### config.mk
export PLATFORM = sky130hd
export DESIGN_NAME = text_console_cursor_control_core
export DESIGN_NICKNAME = d
export VERILOG_FILES = /design/src/design/tccc_pkg.sv /design/src/design/text_console_cursor_control_core.sv /design/src/design/tccc_front.sv /design/src/design/tccc_queue.sv /design/src/design/tccc_back.sv
export SDC_FILE = /design/constraint.sdc
export NUM_CORES = 1
export LEC_CHECK = 0
export ABC_AREA = 1
export BUFFER_PORTS_ARGS = -buffer_cell sky130_fd_sc_hd__clkbuf_2
export CAP_MARGIN = 20
export CORE_UTILIZATION = 55
export DETAILED_ROUTE_END_ITERATION = 12
export PLACE_DENSITY = 0.7
export RECOVER_POWER = 50
export SYNTH_ARGS = -nofsm -noshare
export SYNTH_HDL_FRONTEND = slang
export SYNTH_HIERARCHICAL = 1
export SYNTH_SLANG_ARGS = --single-unit
### constraint.sdc
create_clock -name clk -period 11.1 [get_ports clk]
set_input_delay 2.22 -clock clk [delete_from_list [all_inputs] [get_ports clk]]
set_output_delay 2.22 -clock clk [all_outputs]
set_load 0.05 [all_outputs]
### src/design/tccc_pkg.sv
// Package: shared types and constants of the text console cursor controller
`timescale 1ns / 1ps
`default_nettype none
package tccc_pkg;

    // item kinds
    localparam logic [1:0] KIND_CHAR  = 2'd0;
    localparam logic [1:0] KIND_MOVE  = 2'd1;
    localparam logic [1:0] KIND_CLEAR = 2'd2;

    // control characters
    localparam logic [7:0] CH_BACKSPACE = 8'd8;
    localparam logic [7:0] CH_TAB       = 8'd9;
    localparam logic [7:0] CH_NEWLINE   = 8'd10;
    localparam logic [7:0] CH_RETURN    = 8'd13;
    localparam logic [7:0] CH_SPACE     = 8'd32;

    // configuration register indexes
    localparam logic [2:0] REG_ENABLED   = 3'd0;
    localparam logic [2:0] REG_TEXT_COLS = 3'd1;
    localparam logic [2:0] REG_TEXT_ROWS = 3'd2;
    localparam logic [2:0] REG_FG_COLOR  = 3'd3;
    localparam logic [2:0] REG_BG_COLOR  = 3'd4;

    localparam logic [31:0] FG_RESET   = 32'h00FF_FFFF;
    localparam logic [6:0]  COL_MAX    = 7'd127;
    localparam int          TAB_STOP   = 4;

    // job queue between front and back
    localparam int QUEUE_DEPTH = 4;
    localparam int QPTR_W      = $clog2(QUEUE_DEPTH);

    // renderer commands
    typedef enum logic [1:0] {
        CMD_DRAW   = 2'd0,
        CMD_SCROLL = 2'd1,
        CMD_FILL   = 2'd2
    } command_t;

    // one classified item: a run of cells, then an optional scroll or fill
    typedef struct packed {
        logic [2:0]  n_cells;
        logic        scroll;
        logic        fill;
        logic [7:0]  glyph;
        logic [6:0]  col;
        logic [5:0]  row;
        logic [31:0] fg;
        logic [31:0] bg;
    } job_t;

endpackage
`default_nettype wire

### src/design/text_console_cursor_control_core.sv
// Top level: configuration registers and the front, queue and back of the console cursor controller
`timescale 1ns / 1ps
`default_nettype none
// Text console cursor controller. Items enter through push/full and renderer commands leave
// through empty/pop. The front takes one item per clock while the queue is not full, updates
// the cursor at once and writes a job for each item that gives commands into a four-entry queue;
// the back turns each job into its commands at one command per clock while the receiver pops,
// through a single output register. A character gives one or two commands, a tab up to four,
// newline and clear at most one, so the sustained rate is one item per clock as long as items
// produce no more than one command each and the receiver does not stall; the extra commands
// of tabs and wraps are absorbed by the queue. Results go from the queue to the output register.
// Configuration writes are always ready and take effect on the next item.
module text_console_cursor_control_core #(
    parameter int MAX_COLS = 128,
    parameter int MAX_ROWS = 48
) (
    input  wire logic        clk,
    input  wire logic        rst_n,
    input  wire logic        push,
    output logic             full,
    input  wire logic [1:0]  kind,
    input  wire logic [7:0]  char_code,
    input  wire logic [5:0]  target_row,
    input  wire logic [6:0]  target_col,
    output logic             empty,
    input  wire logic        pop,
    output logic [1:0]       command,
    output logic [7:0]       glyph_code,
    output logic [6:0]       cell_col,
    output logic [5:0]       cell_row,
    output logic [31:0]      draw_fg,
    output logic [31:0]      draw_bg,
    output logic             last,
    input  wire logic        cfg_valid,
    output logic             cfg_ready,
    input  wire logic [2:0]  cfg_index,
    input  wire logic [31:0] cfg_data
);
    import tccc_pkg::*;

    logic        enabled_reg;
    logic [7:0]  text_cols_reg;
    logic [5:0]  text_rows_reg;
    logic [31:0] fg_color_reg;
    logic [31:0] bg_color_reg;
    logic        accept;
    job_t        front_job;
    job_t        head_job;
    logic        job_write;
    logic        q_pop;
    logic        q_full;
    logic        q_empty;

    // configuration registers
    assign cfg_ready = 1'b1;

    always_ff @(posedge clk or negedge rst_n)
    begin
        if (!rst_n)
        begin
            enabled_reg   <= 1'b0;
            text_cols_reg <= 8'd0;
            text_rows_reg <= 6'd0;
            fg_color_reg  <= FG_RESET;
            bg_color_reg  <= 32'd0;
        end
        else if (cfg_valid && cfg_ready)
        begin
            case (cfg_index)
                REG_ENABLED:   enabled_reg   <= cfg_data[0];
                REG_TEXT_COLS: text_cols_reg <= cfg_data[7:0];
                REG_TEXT_ROWS: text_rows_reg <= cfg_data[5:0];
                REG_FG_COLOR:  fg_color_reg  <= cfg_data;
                REG_BG_COLOR:  bg_color_reg  <= cfg_data;
                default:       enabled_reg   <= enabled_reg;
            endcase
        end
    end

    // input transfer
    assign full   = q_full;
    assign accept = push && !q_full;

    tccc_front #(
        .MAX_COLS (MAX_COLS),
        .MAX_ROWS (MAX_ROWS)
    ) u_front (
        .clk        (clk),
        .rst_n      (rst_n),
        .accept     (accept),
        .kind       (kind),
        .char_code  (char_code),
        .target_row (target_row),
        .target_col (target_col),
        .enabled    (enabled_reg),
        .text_cols  (text_cols_reg),
        .text_rows  (text_rows_reg),
        .fg_color   (fg_color_reg),
        .bg_color   (bg_color_reg),
        .job        (front_job),
        .job_write  (job_write)
    );

    tccc_queue u_queue (
        .clk     (clk),
        .rst_n   (rst_n),
        .wr      (job_write),
        .wr_job  (front_job),
        .rd      (q_pop),
        .rd_job  (head_job),
        .q_full  (q_full),
        .q_empty (q_empty)
    );

    tccc_back u_back (
        .clk        (clk),
        .rst_n      (rst_n),
        .job        (head_job),
        .q_empty    (q_empty),
        .q_pop      (q_pop),
        .pop        (pop),
        .empty      (empty),
        .command    (command),
        .glyph_code (glyph_code),
        .cell_col   (cell_col),
        .cell_row   (cell_row),
        .draw_fg    (draw_fg),
        .draw_bg    (draw_bg),
        .last       (last)
    );

endmodule
`default_nettype wire

### src/design/tccc_front.sv
// Front end: cursor state, item classification and job generation
`timescale 1ns / 1ps
`default_nettype none
module tccc_front #(
    parameter int MAX_COLS = 128,
    parameter int MAX_ROWS = 48
) (
    input  wire logic        clk,
    input  wire logic        rst_n,
    input  wire logic        accept,
    input  wire logic [1:0]  kind,
    input  wire logic [7:0]  char_code,
    input  wire logic [5:0]  target_row,
    input  wire logic [6:0]  target_col,
    input  wire logic        enabled,
    input  wire logic [7:0]  text_cols,
    input  wire logic [5:0]  text_rows,
    input  wire logic [31:0] fg_color,
    input  wire logic [31:0] bg_color,
    output tccc_pkg::job_t   job,
    output logic             job_write
);
    import tccc_pkg::*;

    logic [5:0] row_reg, row_next;
    logic [6:0] col_reg, col_next;
    logic [8:0] cols_eff;
    logic [6:0] rows_eff;
    logic [6:0] nr_sum;
    logic       nr_scroll;
    logic [5:0] nr_row;
    logic [8:0] col_ext;
    logic [8:0] col_inc;
    logic [8:0] tab_room;
    logic [2:0] tab_dist;
    logic [2:0] tab_n;
    logic [7:0] tab_end;
    logic [6:0] tab_col;
    logic       has_result;

    // screen size clamped to the parameters
    assign cols_eff = ({1'b0, text_cols} < 9'(MAX_COLS)) ? {1'b0, text_cols} : 9'(MAX_COLS);
    assign rows_eff = ({1'b0, text_rows} < 7'(MAX_ROWS)) ? {1'b0, text_rows} : 7'(MAX_ROWS);

    // next row, scrolling past the bottom
    assign nr_sum    = {1'b0, row_reg} + 7'd1;
    assign nr_scroll = nr_sum >= rows_eff;
    assign nr_row    = nr_scroll ? ((rows_eff != 7'd0) ? 6'(rows_eff - 7'd1) : 6'd0)
                                 : nr_sum[5:0];

    // column advance for a printable character
    assign col_ext = {2'b00, col_reg};
    assign col_inc = col_ext + 9'd1;

    // tab run length: to the next stop, limited by the last column
    assign tab_dist = 3'(TAB_STOP) - {1'b0, col_reg[1:0]};
    assign tab_room = cols_eff - col_ext;
    assign tab_n    = (col_ext >= cols_eff) ? 3'd1 :
                      (tab_room < {6'd0, tab_dist}) ? tab_room[2:0] : tab_dist;
    assign tab_end  = {1'b0, col_reg} + {5'd0, tab_n};
    assign tab_col  = tab_end[7] ? COL_MAX : tab_end[6:0];

    // classification
    always_comb
    begin
        job         = '0;
        job.glyph   = char_code;
        job.col     = col_reg;
        job.row     = row_reg;
        job.fg      = fg_color;
        job.bg      = bg_color;
        has_result  = 1'b0;
        row_next    = row_reg;
        col_next    = col_reg;
        case (kind)
            KIND_MOVE:
            begin
                row_next = target_row;
                col_next = target_col;
            end
            KIND_CLEAR:
            begin
                if (enabled)
                begin
                    job.fill   = 1'b1;
                    has_result = 1'b1;
                    row_next   = 6'd0;
                    col_next   = 7'd0;
                end
            end
            KIND_CHAR:
            begin
                if (enabled)
                begin
                    case (char_code)
                        CH_NEWLINE:
                        begin
                            job.scroll = nr_scroll;
                            has_result = nr_scroll;
                            row_next   = nr_row;
                            col_next   = 7'd0;
                        end
                        CH_RETURN:
                        begin
                            col_next = 7'd0;
                        end
                        CH_BACKSPACE:
                        begin
                            if (col_reg != 7'd0)
                                col_next = col_reg - 7'd1;
                        end
                        CH_TAB:
                        begin
                            job.n_cells = tab_n;
                            job.glyph   = CH_SPACE;
                            has_result  = 1'b1;
                            col_next    = tab_col;
                        end
                        default:
                        begin
                            job.n_cells = 3'd1;
                            has_result  = 1'b1;
                            if (col_inc >= cols_eff)
                            begin
                                col_next   = 7'd0;
                                job.scroll = nr_scroll;
                                row_next   = nr_row;
                            end
                            else
                            begin
                                col_next = col_inc[7] ? COL_MAX : col_inc[6:0];
                            end
                        end
                    endcase
                end
            end
            default:
            begin
                row_next = row_reg;
            end
        endcase
    end

    assign job_write = accept && has_result;

    // cursor registers
    always_ff @(posedge clk or negedge rst_n)
    begin
        if (!rst_n)
        begin
            row_reg <= 6'd0;
            col_reg <= 7'd0;
        end
        else if (accept)
        begin
            row_reg <= row_next;
            col_reg <= col_next;
        end
    end

endmodule
`default_nettype wire

### src/design/tccc_queue.sv
// Job queue: short register queue between front and back
`timescale 1ns / 1ps
`default_nettype none
module tccc_queue (
    input  wire logic      clk,
    input  wire logic      rst_n,
    input  wire logic      wr,
    input  wire tccc_pkg::job_t wr_job,
    input  wire logic      rd,
    output tccc_pkg::job_t rd_job,
    output logic           q_full,
    output logic           q_empty
);
    import tccc_pkg::*;

    job_t              mem_reg [QUEUE_DEPTH];
    logic [QPTR_W-1:0] wr_ptr_reg, wr_ptr_next;
    logic [QPTR_W-1:0] rd_ptr_reg, rd_ptr_next;
    logic [QPTR_W:0]   count_reg, count_next;

    assign q_full  = count_reg == (QPTR_W + 1)'(QUEUE_DEPTH);
    assign q_empty = count_reg == '0;
    assign rd_job  = mem_reg[rd_ptr_reg];

    // pointer and fill count update
    always_comb
    begin
        wr_ptr_next = wr ? wr_ptr_reg + 1'b1 : wr_ptr_reg;
        rd_ptr_next = rd ? rd_ptr_reg + 1'b1 : rd_ptr_reg;
        count_next  = count_reg + (QPTR_W + 1)'(wr) - (QPTR_W + 1)'(rd);
    end

    always_ff @(posedge clk or negedge rst_n)
    begin
        if (!rst_n)
        begin
            wr_ptr_reg <= '0;
            rd_ptr_reg <= '0;
            count_reg  <= '0;
        end
        else
        begin
            wr_ptr_reg <= wr_ptr_next;
            rd_ptr_reg <= rd_ptr_next;
            count_reg  <= count_next;
        end
    end

    // entry storage
    always_ff @(posedge clk)
    begin
        if (wr)
            mem_reg[wr_ptr_reg] <= wr_job;
    end

endmodule
`default_nettype wire

### src/design/tccc_back.sv
// Back end: jobs to renderer commands in the output register, one per cycle unless stalled
`timescale 1ns / 1ps
`default_nettype none
module tccc_back (
    input  wire logic        clk,
    input  wire logic        rst_n,
    input  wire tccc_pkg::job_t job,
    input  wire logic        q_empty,
    output logic             q_pop,
    input  wire logic        pop,
    output logic             empty,
    output logic [1:0]       command,
    output logic [7:0]       glyph_code,
    output logic [6:0]       cell_col,
    output logic [5:0]       cell_row,
    output logic [31:0]      draw_fg,
    output logic [31:0]      draw_bg,
    output logic             last
);
    import tccc_pkg::*;

    logic [2:0]  idx_reg, idx_next;
    logic        out_valid_reg, out_valid_next;
    logic [2:0]  total;
    logic        advance;
    logic        is_last;
    logic        is_cell;
    command_t    cmd_sel;
    logic [1:0]  command_reg;
    logic [7:0]  glyph_reg;
    logic [6:0]  col_reg;
    logic [5:0]  row_reg;
    logic [31:0] fg_reg;
    logic [31:0] bg_reg;
    logic        last_reg;

    // result sequencing within the head job
    assign total   = job.n_cells + {2'b00, job.scroll} + {2'b00, job.fill};
    assign is_last = idx_reg == (total - 3'd1);
    assign is_cell = idx_reg < job.n_cells;
    assign advance = !q_empty && (!out_valid_reg || pop);
    assign q_pop   = advance && is_last;

    always_comb
    begin
        if (is_cell)
            cmd_sel = CMD_DRAW;
        else if (job.scroll)
            cmd_sel = CMD_SCROLL;
        else
            cmd_sel = CMD_FILL;
    end

    always_comb
    begin
        idx_next = idx_reg;
        if (advance)
            idx_next = is_last ? 3'd0 : idx_reg + 3'd1;
        out_valid_next = out_valid_reg;
        if (advance)
            out_valid_next = 1'b1;
        else if (pop)
            out_valid_next = 1'b0;
    end

    always_ff @(posedge clk or negedge rst_n)
    begin
        if (!rst_n)
        begin
            idx_reg       <= 3'd0;
            out_valid_reg <= 1'b0;
        end
        else
        begin
            idx_reg       <= idx_next;
            out_valid_reg <= out_valid_next;
        end
    end

    // output register
    always_ff @(posedge clk)
    begin
        if (advance)
        begin
            command_reg <= cmd_sel;
            glyph_reg   <= is_cell ? job.glyph : 8'd0;
            col_reg     <= is_cell ? job.col + {5'd0, idx_reg[1:0]} : 7'd0;
            row_reg     <= is_cell ? job.row : 6'd0;
            fg_reg      <= is_cell ? job.fg : 32'd0;
            bg_reg      <= job.bg;
            last_reg    <= is_last;
        end
    end

    assign empty      = !out_valid_reg;
    assign command    = command_reg;
    assign glyph_code = glyph_reg;
    assign cell_col   = col_reg;
    assign cell_row   = row_reg;
    assign draw_fg    = fg_reg;
    assign draw_bg    = bg_reg;
    assign last       = last_reg;

    // a job leaves the queue only with its final result
    a_pop_marks_last: assert property (@(posedge clk) disable iff (!rst_n)
        q_pop |=> (last && out_valid_reg))
        else $error("job retired without its final result");

    // the result index stays inside the head job
    a_idx_in_job: assert property (@(posedge clk) disable iff (!rst_n)
        !q_empty |-> (idx_reg < total))
        else $error("result index beyond job length");

    // a held result is not overwritten
    a_hold_result: assert property (@(posedge clk) disable iff (!rst_n)
        (out_valid_reg && !pop) |=> (out_valid_reg && $stable(bg_reg) && $stable(last_reg)))
        else $error("waiting result lost");

    // index returns to zero between jobs
    a_idx_reset: assert property (@(posedge clk) disable iff (!rst_n)
        q_pop |=> (idx_reg == 3'd0))
        else $error("index not cleared after job");

endmodule
`default_nettype wire

==> implementation parameters <==
Parameter                              Value

Placement
  Number of buffer cells added on primary ports    152
  Dpl hpwl    35.84 mm
  Weighted congestion reported at the end of routability-driven placement    0.8446
  Pre-CTS worst setup slack    4.903 ns

Clock network
  H-tree depth    2
  Number of setup buffers added after CTS    0
  Clock tree from TritonCTS    done
  Maximum buffer depth of the clock tree    3
  Clock transition time at the flip-flop clock pins of the worst setup and hold paths    0.06 ns
  Root buf cell    sky130_fd_sc_hd__clkbuf_16
  Count of clock tree sinks    551
  TritonCTS buffer count    56
  Number of cells upsized or downsized after cts    0
  Hold bufs inserted after CTS    0
  Clock network latency to the later pin of the worst-skew pair    0.61 ns

STA
  Min Hold Slack    0.4745 ns
  Maximum frequency from static timing analysis    136.7 MHz
  Number of pins with negative max-slew slack in the final report    215
  Least-Margin Pin Slew    4.288 ns
  Final critical path time including I/O delays and setup    7.316 ns
  Final setup slack of the worst path    3.784 ns
  Unrepaired setup endpoints after global routing    false
  Final setup skew    0.02232 ns
  Setup tns final    0 ns
  Hold violation total from the final report    0
  Final period util    65.91%
  Setup-failing EPs final    0
  Max-slew headroom at the worst pin    -185.9%

Power
  Part of the total power dissipated in combinational logic    37.1%
  Sw power    3153 uW
  Power density cells    277.6 nW/um^2
  Sequential power share    38.4%
  Worst supply voltage drop on vdd    0.0002049 V
  Internal power    4631 uW
  Sum of internal, switching and leakage power    7785 uW
  Switching share of power    40.51%
  Leakage    0.01326 uW
  Clock network power share    24.5%

Critical path
  Critical path endpoint category    flip-flop
  Slowest-stage cell, CP    sky130_fd_sc_hd__clkbuf_1
  Arrival time at the worst endpoint    7.82 ns
  Required time of the worst setup path    11.60 ns
  Maximum fanout along the worst path    72
  Setup crit start    u_queue/rd_ptr_reg[1]
  Most common cell on crit path    sky130_fd_sc_hd__inv_1
  Critical R2R Launch    u_queue/rd_ptr_reg[1]
  Longest individual stage delay on the worst path    3.05 ns
  Critical Path Start Type    flip-flop
  Cells along the critical path    inv_1 -> clkbuf_1 -> nand3_1 -> nand2_1 -> fa_1 -> xnor2_1 -> nor2_1 -> nand3_1 -> inv_1 -> ha_1 -> inv_1 -> ha_1 -> fa_1 -> inv_1 -> nand2_1 -> nand3_1 -> nand2_1
  Worst setup path class    flip-flop to flip-flop

Synthesis
  Synth Cell Area    25,570 um^2
  Flop and latch count out of synthesis    551
  Share of the yosys chip area belonging to registers    62.82%
  Top cell type's share of synthesized area    52.62%
  Top area cells in the synthesized netlist    sky130_fd_sc_hd__edfxtp_1 (53%), sky130_fd_sc_hd__nand2_1 (12%), sky130_fd_sc_hd__dfrtp_1 (7.7%)
  Primary FF master, synth    sky130_fd_sc_hd__edfxtp_1
  Synthesized net count    2,727
  Yosys warning total    6
  Post-synth EDFFs    448
  Library cells used by synthesis    46
  Asr flop ratio synth    18.69%
  Cell accounting for the most synthesized area    sky130_fd_sc_hd__edfxtp_1
  Number of instances in the synthesized netlist    2,619
  Post-synthesis area per instance    9.762 um^2

Global routing
  GR Util All Layers    24.50%
  Via count of the first global-routing pass    17.08k
  Antenna violations before repair    0
  First-pass GRT wire length    89.36 mm
  Maximum number of pins on one net before global-route repair    104
  Global-route congestion overflow total    0

Route
  Routed length per placed instance    16.96 um
  Drt first-iter violations    1,313
  Detailed-routing iteration count for the pre-antenna-repair pass    6
  Residual DRC count    0
  Ratio of routed vias to standard cells    5.167
  Total Wirelength    56.58 mm
  DRT antenna net count    0
  Routed via count    17.24k

Layout
  Signed area change from the synthesized netlist to the final layout    9.685%
  Number of flip-flops under the largest register name    360
  Final #Nets    2,796
  Fill cell total of the finished layout    3,693
  Diodes inserted    0
  Proportion of layout cells with a drive suffix above 1    9.795%

Worst hold path
  Type of the most critical hold path    flip-flop to flip-flop
  Start point of the worst min-delay path    text_rows_reg[3]

Die
  Initial core utilization    56.10%
  Standard-cell rows    78
  Total Die Area    47,350 um^2
  Width of the die    217.6 um
  Die H    217.6 um
  Std-Cell Core Area    45,580 um^2
  Number of I/O pins    154

Outcome
  Run status    complete, but fails checks
  Violated checks    max-capacitance violations, max-slew violations

Job
  Max cap viols    4
## cells in the mapped netlist, drive strengths merged (4+ instances only)
cell,instances
nor3,9
dfstp,24
xnor2,4
nand4,14
or2,4
inv,529
fa,4
o21bai,4
o21ai,25
nand2,809
dfrtp,79
clkbuf,20
ha,41
nor2,116
edfxtp,448
xor2,21
buf,138
nand3,268
o211ai,11
a21oi,39
## metal layers
metal  track usage (%)  vias up  routed length, um
li1                  -     8294                  -
met1             31.12     8285              23060
met2             42.52      552              28060
met3             4.435      105               3907
met4             7.676        0               1548
met5                 0        -                  0
## worst paths after layout
check / to / slack, ns / depth (start not counted)
setup / recovery: u_queue/count_reg[2] / 3.78 / 17
hold / removal: text_rows_reg[3] / 0.47 / 2
setup reg to reg: u_queue/count_reg[2] / 3.78 / 17
hold reg to reg: text_rows_reg[3] / 0.47 / 2
max in group asynchronous: bg_color_reg[3] / 4.24 / 2
min in group asynchronous: u_back/out_valid_reg / 2.58 / 1
## through the flow
| stage | instances | utilization [%] | area [um^2] |
|---|---|---|---|
| finish | 3336 | 61.53 | 28040 |
| global route | 3336 | 61.53 | 28040 |
| CTS | 3335 | 61.68 | 28110 |
| detailed placement | 3229 | 57.54 | 26220 |
| global placement | 3229 | 57.54 | 26220 |
| floorplan | 2619 | - | 25570 |
## cells in the final DEF (no fill, tap or decap), drive strengths merged, types with 25 or more instances in the layout
cell | Yosys | layout
nor2 | 116 | 116
inv | 529 | 530
clkbuf | 20 | 235
nand3 | 268 | 268
nand2 | 809 | 809
o21ai | 25 | 25
a21oi | 39 | 39
ha | 41 | 41
dfrtp | 79 | 79
edfxtp | 448 | 448
## critical path: cells and delay by family (launching register included)
family        cells  cell delay [ns]
xor+xnor          1             0.14
buf+inv           5             4.18
simple gates      7             0.99
fa+ha+maj         4             1.21
flops             1             0.67
## layout make-up
class                   count  area, um^2  area share [%]
repair buffers            169       844.6           3.012
clock buffers              80        1634           5.827
multi-input cells        1380        6499           23.17
flip-flops and latches    551       16060           57.28
clock inverters            26       254.0          0.9057
well taps                 600       750.7           2.677
inverters                 530        1997           7.121
## power by group through the flow
stage          logic (uW)  clock network, uW  registers, uW
6_report             2890               1910           2990
5_1_grt              3200               2020           3030
4_1_cts              2900               1940           3000
3_5_place_dp         2890                  0           3040
3_3_place_gp         2830                  0           3030
2_1_floorplan        1760                  0           3540
## cells by family (layout without fill, tap and decap cells)
| group | after synthesis | count (layout) | share of synthesized area, % |
|---|---|---|---|
| simple gates | 1223 | 1223 | 20.29 |
| flops | 551 | 551 | 62.82 |
| other cells | 1 | 1 | 0.01467 |
| compound gates | 86 | 86 | 1.972 |
| fa+ha+maj | 45 | 45 | 2.320 |
| xor+xnor | 25 | 25 | 0.8858 |
| buf+inv | 688 | 805 | 11.70 |
(Power assumes the default switching activity.)
